===== config.mk =====
export PLATFORM = sky130hd
export DESIGN_NAME = eased_value_animator_flat
export DESIGN_NICKNAME = d
export VERILOG_FILES = /design/src/rtl/core/eva_pkg.sv /design/src/rtl/core/eva_if.sv /design/src/rtl/core/eased_value_animator.sv /design/src/rtl/core/eva_ctrl.sv /design/src/rtl/core/eva_dp.sv /design/src/flat_wrapper.sv
export SDC_FILE = /design/constraint.sdc
export NUM_CORES = 2
export LEC_CHECK = 0
export BUFFER_PORTS_ARGS = -buffer_cell sky130_fd_sc_hd__buf_2
export CAP_MARGIN = 20
export CORE_ASPECT_RATIO = 1.1
export CORE_MARGIN = 5
export CORE_UTILIZATION = 58
export DETAILED_ROUTE_END_ITERATION = 10
export MAX_ROUTING_LAYER = met4
export PLACE_DENSITY_LB_ADDON = 0.05
export REMOVE_ABC_BUFFERS = 1
export SKIP_CTS_REPAIR_TIMING = 1
export SYNTH_ARGS = -nofsm -noshare
export SYNTH_HDL_FRONTEND = slang
export SYNTH_HIERARCHICAL = 1
export SYNTH_SLANG_ARGS = --single-unit

===== constraint.sdc =====
create_clock -name clock -period 35.1 [get_ports clock]
set_input_delay 5.265 -clock clock [delete_from_list [all_inputs] [get_ports clock]]
set_output_delay 5.265 -clock clock [all_outputs]
set_load 0.01 [all_outputs]

===== src/rtl/core/eva_pkg.sv =====
package eva_pkg;

   localparam int VALUE_BITS_DEF    = 24;
   localparam int FRACTION_BITS_DEF = 16;
   localparam int DURATION_BITS     = 16;
   localparam int ELAPSED_BITS      = 16;
   localparam int MODE_BITS         = 3;
   localparam int OVERSHOOT_BITS    = 16;
   localparam int OVERSHOOT_FRAC    = 12;
   localparam int CSR_DATA_BITS     = 16;
   localparam int CSR_INDEX_BITS    = 1;

   localparam logic [CSR_INDEX_BITS-1:0] CSR_EASING_MODE = 1'd0;
   localparam logic [CSR_INDEX_BITS-1:0] CSR_OVERSHOOT   = 1'd1;

   localparam logic [MODE_BITS-1:0] MODE_LINEAR = 3'd0;
   localparam logic [MODE_BITS-1:0] MODE_IN     = 3'd1;
   localparam logic [MODE_BITS-1:0] MODE_OUT    = 3'd2;
   localparam logic [MODE_BITS-1:0] MODE_IN_OUT = 3'd3;
   localparam logic [MODE_BITS-1:0] MODE_OUT_IN = 3'd4;

   localparam logic FUNC_TICK     = 1'b0;
   localparam logic FUNC_RETARGET = 1'b1;

   typedef struct packed {
      logic load;
      logic div_start;
      logic div_step;
      logic prog_update;
      logic mul_step;
      logic finish;
   } cmd_type;

   typedef struct packed {
      logic div_done;
      logic mul_done;
      logic retarget;
   } status_type;

endpackage


===== src/rtl/core/eva_if.sv =====
interface eva_req_if #(
   parameter int VALUE_BITS = eva_pkg::VALUE_BITS_DEF
);
   logic                            valid;
   logic                            ready;
   logic                            func;
   logic [eva_pkg::ELAPSED_BITS-1:0]  elapsed;
   logic signed [VALUE_BITS-1:0]    new_target;
   logic [eva_pkg::DURATION_BITS-1:0] new_duration;
   modport source (output valid, func, elapsed, new_target, new_duration, input ready);
   modport sink   (input valid, func, elapsed, new_target, new_duration, output ready);
endinterface

interface eva_rsp_if #(
   parameter int VALUE_BITS = eva_pkg::VALUE_BITS_DEF
);
   logic                         valid;
   logic                         ready;
   logic signed [VALUE_BITS-1:0] value;
   logic                         done_res;
   modport source (output valid, value, done_res, input ready);
   modport sink   (input valid, value, done_res, output ready);
endinterface


===== src/rtl/core/eased_value_animator.sv =====
// Eased value animator.
// Input channel req carries func (tick or retarget), elapsed, new_target
// and new_duration; each accepted item yields exactly one item on rsp with
// the current value and done_res.
// The csr port writes easing_mode (index 0) and overshoot (index 1); the user
// must write only while the block is idle, which the block does not enforce.
// A write takes effect at the next clock edge. A retarget item goes from the
// divide state straight to the output state without dividing. A tick item runs
// a 32-step restoring divider for elapsed/duration (skipped for a zero
// duration), one progress update, five steps (four through one shared
// multiplier, one add), and a final write of the value. A new item is
// accepted only after the result has transferred.
// One item is in flight at a time; req_ready is high only while idle.
// When the receiver stalls, the result holds on rsp until taken and no new
// item is accepted.
// Synchronous reset clears value, start, target, duration and progress to
// zero, sets easing_mode to ease-in and overshoot to zero.
module eased_value_animator #(
   parameter int VALUE_BITS    = eva_pkg::VALUE_BITS_DEF,
   parameter int FRACTION_BITS = eva_pkg::FRACTION_BITS_DEF
) (
   input  logic                                  clock,
   input  logic                                  reset,
   eva_req_if.sink                               req,
   eva_rsp_if.source                             rsp,
   input  logic                                  csr_write_enable,
   input  logic [eva_pkg::CSR_INDEX_BITS-1:0]    csr_index,
   input  logic [eva_pkg::CSR_DATA_BITS-1:0]     csr_write_data
);
   import eva_pkg::*;

   logic [MODE_BITS-1:0]      mode_ff;
   logic [OVERSHOOT_BITS-1:0] overshoot_ff;
   cmd_type                   cmd;
   status_type                status;

   always_ff @(posedge clock) begin
      if (reset) begin
         mode_ff      <= MODE_IN;
         overshoot_ff <= '0;
      end else if (csr_write_enable) begin
         unique case (csr_index)
            CSR_EASING_MODE: mode_ff      <= csr_write_data[MODE_BITS-1:0];
            CSR_OVERSHOOT:   overshoot_ff <= csr_write_data[OVERSHOOT_BITS-1:0];
            default: ;
         endcase
      end
   end

   eva_ctrl u_ctrl (
      .clock     (clock),
      .reset     (reset),
      .req_valid (req.valid),
      .req_ready (req.ready),
      .rsp_valid (rsp.valid),
      .rsp_ready (rsp.ready),
      .status    (status),
      .cmd       (cmd)
   );

   eva_dp #(
      .VALUE_BITS    (VALUE_BITS),
      .FRACTION_BITS (FRACTION_BITS)
   ) u_dp (
      .clock            (clock),
      .reset            (reset),
      .cmd              (cmd),
      .status           (status),
      .req_func         (req.func),
      .req_elapsed      (req.elapsed),
      .req_new_target   (req.new_target),
      .req_new_duration (req.new_duration),
      .easing_mode      (mode_ff),
      .overshoot        (overshoot_ff),
      .rsp_value        (rsp.value),
      .rsp_done_res     (rsp.done_res)
   );
endmodule


===== src/rtl/core/eva_ctrl.sv =====
module eva_ctrl (
   input  logic                clock,
   input  logic                reset,
   input  logic                req_valid,
   output logic                req_ready,
   output logic                rsp_valid,
   input  logic                rsp_ready,
   input  eva_pkg::status_type status,
   output eva_pkg::cmd_type    cmd
);
   import eva_pkg::*;

   typedef enum logic [5:0] {
      ST_IDLE = 6'b000001,
      ST_DIV  = 6'b000010,
      ST_PROG = 6'b000100,
      ST_MUL  = 6'b001000,
      ST_FIN  = 6'b010000,
      ST_OUT  = 6'b100000
   } state_type;

   state_type state_ff, state_in;

   always_comb begin
      state_in = state_ff;
      cmd      = '0;
      unique case (state_ff)
         ST_IDLE: begin
            if (req_valid) begin
               cmd.load      = 1'b1;
               cmd.div_start = 1'b1;
               state_in      = ST_DIV;
            end
         end
         ST_DIV: begin
            if (status.retarget) begin
               state_in = ST_OUT;
            end else if (status.div_done) begin
               state_in = ST_PROG;
            end else begin
               cmd.div_step = 1'b1;
            end
         end
         ST_PROG: begin
            cmd.prog_update = 1'b1;
            state_in        = ST_MUL;
         end
         ST_MUL: begin
            if (status.mul_done) begin
               state_in = ST_FIN;
            end else begin
               cmd.mul_step = 1'b1;
            end
         end
         ST_FIN: begin
            cmd.finish = 1'b1;
            state_in   = ST_OUT;
         end
         ST_OUT: begin
            if (rsp_ready) begin
               state_in = ST_IDLE;
            end
         end
         default: state_in = ST_IDLE;
      endcase
   end

   always_ff @(posedge clock) begin
      if (reset) begin
         state_ff <= ST_IDLE;
      end else begin
         state_ff <= state_in;
      end
   end

   assign req_ready = (state_ff == ST_IDLE);
   assign rsp_valid = (state_ff == ST_OUT);
endmodule


===== src/rtl/core/eva_dp.sv =====
module eva_dp #(
   parameter int VALUE_BITS    = eva_pkg::VALUE_BITS_DEF,
   parameter int FRACTION_BITS = eva_pkg::FRACTION_BITS_DEF
) (
   input  logic                                   clock,
   input  logic                                   reset,
   input  eva_pkg::cmd_type                       cmd,
   output eva_pkg::status_type                    status,
   input  logic                                   req_func,
   input  logic [eva_pkg::ELAPSED_BITS-1:0]       req_elapsed,
   input  logic signed [VALUE_BITS-1:0]           req_new_target,
   input  logic [eva_pkg::DURATION_BITS-1:0]      req_new_duration,
   input  logic [eva_pkg::MODE_BITS-1:0]          easing_mode,
   input  logic [eva_pkg::OVERSHOOT_BITS-1:0]     overshoot,
   output logic signed [VALUE_BITS-1:0]           rsp_value,
   output logic                                   rsp_done_res
);
   import eva_pkg::*;

   localparam int F   = FRACTION_BITS;
   localparam int PB  = F + 1;
   localparam int NB  = ELAPSED_BITS + F;
   localparam int DCW = $clog2(NB + 1);
   localparam int MB0 = (F + 6 > VALUE_BITS + 1) ? F + 6 : VALUE_BITS + 1;
   localparam int MB  = (MB0 > OVERSHOOT_BITS + 2) ? MB0 : OVERSHOOT_BITS + 2;
   localparam int W   = 2 * MB + 2;
   localparam logic [PB-1:0] ONE_P  = PB'(1) << F;
   localparam logic [PB-1:0] HALF_P = PB'(1) << (F - 1);
   localparam logic signed [W-1:0] ONE_W = W'(1) << F;
   localparam logic signed [W-1:0] OVS_ONE_W = W'(1) << OVERSHOOT_FRAC;

   logic signed [VALUE_BITS-1:0] cur_ff, start_ff, target_ff;
   logic [DURATION_BITS-1:0]     len_ff;
   logic [PB-1:0]                prog_ff;
   logic                         retarget_ff;

   logic [NB-1:0]                quo_ff;
   logic [DURATION_BITS:0]       rem_ff;
   logic [DCW-1:0]               dcnt_ff;
   logic [DURATION_BITS:0]       rem_sh;
   logic [NB-1:0]                quo_sh;

   logic signed [W-1:0] acc_ff, acc_in;
   logic signed [W-1:0] t_ff, lin_ff, t2_ff, f_ff, s_ff, e_ff;
   logic [2:0]          mstep_ff;
   logic signed [W-1:0] m_w, u_w, tu_w, mid_w, e_half_w;
   logic                first_in;
   logic                use_in;
   logic                is_linear;
   logic [NB:0]         prog_sum;
   logic [PB-1:0]       prog_new;
   logic signed [VALUE_BITS-1:0] curve_val;
   logic signed [W-1:0] vmax_w, vmin_w;
   logic signed [MB-1:0]   mul_a, mul_b;
   logic signed [2*MB-1:0] mul_p;
   logic signed [W-1:0]    prod_w;

   assign rem_sh = {rem_ff[DURATION_BITS-1:0], quo_ff[NB-1]};
   assign quo_sh = {quo_ff[NB-2:0], 1'b0};

   assign status.div_done = (dcnt_ff == DCW'(NB)) || (len_ff == '0);
   assign status.retarget = retarget_ff;
   assign status.mul_done = (mstep_ff == 3'd5);

   assign prog_sum = (len_ff == '0) ? (NB+1)'(ONE_P)
                                    : ((NB+1)'(prog_ff) + {1'b0, quo_ff});
   assign prog_new = (prog_sum > (NB+1)'(ONE_P)) ? ONE_P : prog_sum[PB-1:0];

   assign m_w   = W'(overshoot);
   assign e_half_w = W'(target_ff) - W'(start_ff);
   assign mid_w = W'(start_ff) + (e_half_w >>> 1);
   assign first_in = (prog_ff < HALF_P);
   assign u_w   = t_ff - ONE_W;
   assign tu_w  = use_in ? t_ff : u_w;
   assign is_linear = (easing_mode == MODE_LINEAR);
   assign vmax_w = W'((64'sd1 <<< (VALUE_BITS - 1)) - 1);
   assign vmin_w = -W'(64'sd1 <<< (VALUE_BITS - 1));

   always_comb begin
      use_in = 1'b1;
      unique case (easing_mode)
         MODE_OUT:    use_in = 1'b0;
         MODE_IN_OUT: use_in = first_in;
         MODE_OUT_IN: use_in = !first_in;
         default:     use_in = 1'b1;
      endcase
   end

   always_comb begin
      mul_a = '0;
      mul_b = '0;
      unique case (mstep_ff)
         3'd0: begin
            mul_a = MB'(tu_w);
            mul_b = MB'(tu_w);
         end
         3'd1: begin
            mul_a = MB'(m_w + OVS_ONE_W);
            mul_b = MB'(tu_w);
         end
         3'd2: begin
            mul_a = MB'(t2_ff);
            mul_b = MB'(lin_ff);
         end
         3'd3: begin
            mul_a = MB'(f_ff);
            mul_b = MB'(e_ff - s_ff);
         end
         default: ;
      endcase
   end

   assign mul_p  = mul_a * mul_b;
   assign prod_w = W'(mul_p);

   always_comb begin
      acc_in = acc_ff;
      unique case (mstep_ff)
         3'd0: acc_in = prod_w >>> F;
         3'd1: acc_in = use_in ? (prod_w - (m_w <<< F)) >>> OVERSHOOT_FRAC
                               : (prod_w + (m_w <<< F)) >>> OVERSHOOT_FRAC;
         3'd2: acc_in = is_linear ? t_ff
                      : (use_in ? (prod_w >>> F) : ((prod_w >>> F) + ONE_W));
         3'd3: acc_in = prod_w >>> F;
         3'd4: acc_in = s_ff + acc_ff;
         default: acc_in = acc_ff;
      endcase
   end

   always_comb begin
      if (acc_ff > vmax_w) begin
         curve_val = VALUE_BITS'(vmax_w);
      end else if (acc_ff < vmin_w) begin
         curve_val = VALUE_BITS'(vmin_w);
      end else begin
         curve_val = VALUE_BITS'(acc_ff);
      end
   end

   always_ff @(posedge clock) begin
      if (reset) begin
         cur_ff      <= '0;
         start_ff    <= '0;
         target_ff   <= '0;
         len_ff      <= '0;
         prog_ff     <= '0;
         retarget_ff <= 1'b0;
         dcnt_ff     <= '0;
         mstep_ff    <= '0;
      end else begin
         if (cmd.load) begin
            retarget_ff <= (req_func == FUNC_RETARGET);
            if (req_func == FUNC_RETARGET) begin
               start_ff  <= cur_ff;
               target_ff <= req_new_target;
               len_ff    <= req_new_duration;
               prog_ff   <= '0;
            end
            quo_ff  <= NB'(req_elapsed) << F;
            rem_ff  <= '0;
            dcnt_ff <= '0;
         end
         if (cmd.div_step) begin
            if (rem_sh >= {1'b0, len_ff}) begin
               rem_ff <= rem_sh - {1'b0, len_ff};
               quo_ff <= quo_sh | NB'(1);
            end else begin
               rem_ff <= rem_sh;
               quo_ff <= quo_sh;
            end
            dcnt_ff <= dcnt_ff + DCW'(1);
         end
         if (cmd.prog_update) begin
            prog_ff  <= prog_new;
            mstep_ff <= '0;
         end
         if (cmd.mul_step) begin
            unique case (mstep_ff)
               3'd0: t2_ff <= acc_in;
               3'd1: lin_ff <= acc_in;
               3'd2: f_ff <= acc_in;
               default: ;
            endcase
            acc_ff   <= acc_in;
            mstep_ff <= mstep_ff + 3'd1;
         end
         if (cmd.finish) begin
            if (prog_ff == ONE_P) begin
               cur_ff <= target_ff;
            end else if (easing_mode <= MODE_OUT_IN) begin
               cur_ff <= curve_val;
            end
         end
      end
   end

   always_ff @(posedge clock) begin
      if (cmd.prog_update) begin
         unique case (easing_mode)
            MODE_IN_OUT, MODE_OUT_IN: begin
               t_ff <= (prog_new < HALF_P) ? (W'(prog_new) <<< 1)
                                           : ((W'(prog_new) <<< 1) - ONE_W);
               s_ff <= (prog_new < HALF_P) ? W'(start_ff) : mid_w;
               e_ff <= (prog_new < HALF_P) ? mid_w : W'(target_ff);
            end
            default: begin
               t_ff <= W'(prog_new);
               s_ff <= W'(start_ff);
               e_ff <= W'(target_ff);
            end
         endcase
      end
   end

   assign rsp_value    = cur_ff;
   assign rsp_done_res = (prog_ff == ONE_P) && (cur_ff == target_ff);
endmodule

===== src/flat_wrapper.sv =====
// flat-port wrapper written by rule: the top's interface ports become plain ports
module eased_value_animator_flat import eva_pkg::*;
#(
   parameter int VALUE_BITS    = eva_pkg::VALUE_BITS_DEF,
   parameter int FRACTION_BITS = eva_pkg::FRACTION_BITS_DEF
)
  (clock, reset, csr_write_enable, csr_index, csr_write_data, req_valid, req_func, req_elapsed, req_new_target, req_new_duration, req_ready, rsp_valid, rsp_value, rsp_done_res, rsp_ready);
  eva_req_if #(.VALUE_BITS(VALUE_BITS)) req_i ();
  eva_rsp_if #(.VALUE_BITS(VALUE_BITS)) rsp_i ();
  input  logic clock;
  input  logic reset;
  input  logic csr_write_enable;
  input  logic [eva_pkg::CSR_INDEX_BITS-1:0] csr_index;
  input  logic [eva_pkg::CSR_DATA_BITS-1:0] csr_write_data;
  input wire logic [$bits(req_i.valid)-1:0] req_valid;
  input wire logic [$bits(req_i.func)-1:0] req_func;
  input wire logic [$bits(req_i.elapsed)-1:0] req_elapsed;
  input wire logic [$bits(req_i.new_target)-1:0] req_new_target;
  input wire logic [$bits(req_i.new_duration)-1:0] req_new_duration;
  output wire logic [$bits(req_i.ready)-1:0] req_ready;
  output wire logic [$bits(rsp_i.valid)-1:0] rsp_valid;
  output wire logic [$bits(rsp_i.value)-1:0] rsp_value;
  output wire logic [$bits(rsp_i.done_res)-1:0] rsp_done_res;
  input wire logic [$bits(rsp_i.ready)-1:0] rsp_ready;
  assign req_i.valid = req_valid;
  assign req_i.func = req_func;
  assign req_i.elapsed = req_elapsed;
  assign req_i.new_target = req_new_target;
  assign req_i.new_duration = req_new_duration;
  assign req_ready = req_i.ready;
  assign rsp_valid = rsp_i.valid;
  assign rsp_value = rsp_i.value;
  assign rsp_done_res = rsp_i.done_res;
  assign rsp_i.ready = rsp_ready;
  eased_value_animator #(.VALUE_BITS(VALUE_BITS), .FRACTION_BITS(FRACTION_BITS)) u_core (.clock(clock), .reset(reset), .req(req_i), .rsp(rsp_i), .csr_write_enable(csr_write_enable), .csr_index(csr_index), .csr_write_data(csr_write_data));
endmodule

==> metrics.cfg <==
[global_route]
grt_max_degree = 66
grt-ovfl-total = 0
antenna_found_initial = 0
grt_pass1_vias = 40700
grt_pass1_wl_um = 237000
grtUsageTotal = 0.345

[yosys]
synthArstFlopShare = 0
synth_adder_area_share = 0.354
synth-compound-area-share = 0.150
yosys-top-cells-area = fa_1 (27%), edfxtp_1 (15%), ha_1 (8.6%)
ys_ff_latch = 384
synth_top_flop_cell = edfxtp_1
synthMuxAreaShare = 0.0163
synth_cell_type_count = 101
synthCells = 5519
netlist.area_leader.share = 0.269
synth_top_family_by_area = adder cells
syn_avg_cell_area_um2 = 8.98
synth-edff-count = 244
synth_xor_area_frac = 0.0457
yosysTopAreaCell = fa_1
synthesis.area_um2 = 49600
synth_warnings = 6
synthSimpleGateAreaFrac = 0.151
seq_area_frac_synth = 0.204

[timing]
finalCriticalPeriod_ns = 14.42
slew_headroom = 0.217
max_slew.worst_pin.slew_ns = 1.17
rsz0062_at_grt = false
slew_viol_final = 0
period_share = 0.411
fmax_ghz = 0.0694
setup_tns_ns = 0
final_hold_viol_count = 0
skew_ns = 0.0390
finalSetupViolCount = 0

[route]
via_per_inst = 6.01
drt_iter0_drc = 3308
dr.pass1.iters = 6
drc_errors = 0
wire_per_inst_um = 22.6
num_vias = 40400
route.antenna.remaining_nets = 0
routed_wl_um = 152000

[placed_design]
port_buffers = 105
place_congestion = 1.01
hpwlAfterDp_um = 121000
postPlaceCellArea_um2 = 51600

[worst_setup_path]
arrival_ns = 14.68
worst_ep_required_time_ns = 35.36
endpoint_kind = flop
crit_slowest_cell = a31oi_2
critical_path_class = reg -> reg
cp_common_cell = fa_1
path_max_fanout = 26
cpPeakStageDelay_ns = 0.73
cp-start-kind = flop

[clock_network]
cts-root-buf = clkbuf_16
cts_tree = done
clock_path_buffers = 3
clkTransAtPathRegs_ns = 0.06
insertion_delay_ns = 0.57
clock-sinks = 384
cts-buffers-inserted = 40
h-tree-depth = 2

[floorplanning]
fp.coreArea_um2 = 84800
die-area_um2 = 91400
initial_core_util = 0.585
die_width_um = 289
ios = 106
die_height_um = 317
num_rows = 112

[cells_and_area]
drive_above_1_share = 0.0821
area.growth.synth_to_final_pct = 7.27
fin_nets = 6632
postLayoutCellArea_um2 = 53200

[min_path]
hold_class = reg -> reg

[power_and_ir_drop]
p_total_mw = 3.14
p_leak_nw = 24.1
vdd_ir_drop_max_mv = 0.0822
powerDensity_nw_per_um2 = 59.0

[run_status]
status = finished, final reports clean

[run]
drv_cap = 0

flip-flops by register name, summed over array words and instances (netlist names), 17 cells and up:
name                   cells
u_core/u_dp/lin_ff        25
u_core/u_dp/acc_ff        52
u_core/u_dp/e_ff          25
u_core/u_dp/rsp_value     24
u_core/u_dp/t2_ff         25
u_core/u_dp/quo_ff        32
u_core/u_dp/start_ff      24
u_core/u_dp/prog_ff       17
u_core/u_dp/t_ff          19
u_core/u_dp/s_ff          25
u_core/u_dp/target_ff     24
u_core/u_dp/f_ff          25
cell families (layout without fill, tap and decap cells):
| logic type | after synthesis | count (layout) |
|---|---|---|
| adders and majority gates | 1004 | 1004 |
| buffers and inverters | 1027 | 1087 |
| other | 1 | 4 |
| and+or+nand+nor | 1643 | 1643 |
| DFF | 384 | 384 |
| xor gates and xnor gates | 257 | 257 |
| muxes | 73 | 73 |
| AOI/OAI and AO/OA | 1130 | 1130 |
layer usage:
layer,vias up,GRT usage,part of all wire
li1,18500,-,-
met1,20000,0.464,0.42
met2,1556,0.540,0.46
met3,321,0.0449,0.074
met4,0,0.129,0.044
met5,-,-,0
final cells by class:
type                            instances  area [um2]
Multi-Input combinational cell       4109       35700
Fill cell                            7440       31600
Sequential cell                       384       10100
Inverter                              793        2980
Timing Repair Buffer                  221        1530
Tap cell                             1140        1430
Clock buffer                           51        1150
Clock inverter                         22         250
Antenna cell                            2        5.00
synthesized netlist by cell type, drive strengths merged (61+ instances only):
master,number
a21o,129
a21oi,397
and2,68
clkbuf,189
dfxtp,140
edfxtp,244
fa,665
ha,339
inv,791
mux2,61
nand2,715
nand3,77
nor2,417
nor3,78
o21ai,191
xnor2,159
xor2,98
power breakdown:
part / internal [mW] / switching (mW) / total [mW] / leakage [nW]
registers: 0.589 / 0.0124 / 0.601 / 3.35
clock network: 0.264 / 0.191 / 0.455 / 0.681
logic: 0.786 / 1.29 / 2.08 / 20.1
worst max-delay path: cells and delay by family (launching register included):
family                   cells  cell delay [ns]
flip-flops                   1             0.36
AND/OR/NAND/NOR              6             0.92
AO/OA/AOI/OAI               29             7.23
buffers and inverters        6             0.62
adder cells (fa/ha/maj)     11             4.94
cells in the final DEF, fill, tap and decap left out, types with 12 or more instances in the layout:
cell type and count:
a211oi_1 24, a21o_1 129, a21oi_1 387, a221o_1 31, a221oi_1 34, a22oi_1 36, a31oi_1 31, and2_1 66
and3_1 27, buf_2 104, buf_4 107, clkbuf_16 43, dfxtp_1 140, edfxtp_1 244, fa_1 665, ha_1 338
inv_1 791, mux2_2 61, mux2i_1 12, nand2_1 714, nand2b_1 47, nand3_1 67, nand4_1 48, nor2_1 411
nor2b_1 32, nor3_1 76, nor4_1 30, o211ai_1 16, o21a_1 33, o21ai_0 170, o21ai_1 17, o21bai_1 32
o31ai_1 20, or2_2 13, or3_1 27, or4_1 13, xnor2_1 158, xor2_1 97
worst paths after layout:
check	start	endpoint	slack, ns	depth (start not counted)
setup / recovery	u_core/u_dp/e_ff[0]$_DFFE_PP_	u_core/u_dp/acc_ff[38]$_DFFE_PP_	20.68	52
hold / removal	u_core/u_dp/len_ff[11]$_SDFFE_PP0P_	u_core/u_dp/len_ff[11]$_SDFFE_PP0P_	0.47	2
setup reg to reg	u_core/u_dp/e_ff[0]$_DFFE_PP_	u_core/u_dp/acc_ff[38]$_DFFE_PP_	20.68	52
hold reg to reg	u_core/u_dp/len_ff[11]$_SDFFE_PP0P_	u_core/u_dp/len_ff[11]$_SDFFE_PP0P_	0.47	2
stage by stage:
| step | cells | utilization | setup slack, ns | hold WS [ns] |
|---|---|---|---|---|
| after detailed placement | 6637 | 0.608 | 20.76 | 0.468 |
| after global placement | 6635 | 0.608 | 20.87 | 0.463 |
| after global routing | 6720 | 0.627 | 19.85 | 0.496 |
| after CTS | 6710 | 0.625 | 20.67 | 0.476 |
| final | 6722 | 0.627 | 20.68 | 0.475 |
| after floorplan | 5286 | - | 21.37 | 0.443 |
No activity file was read; power rests on OpenSTA's default activity.
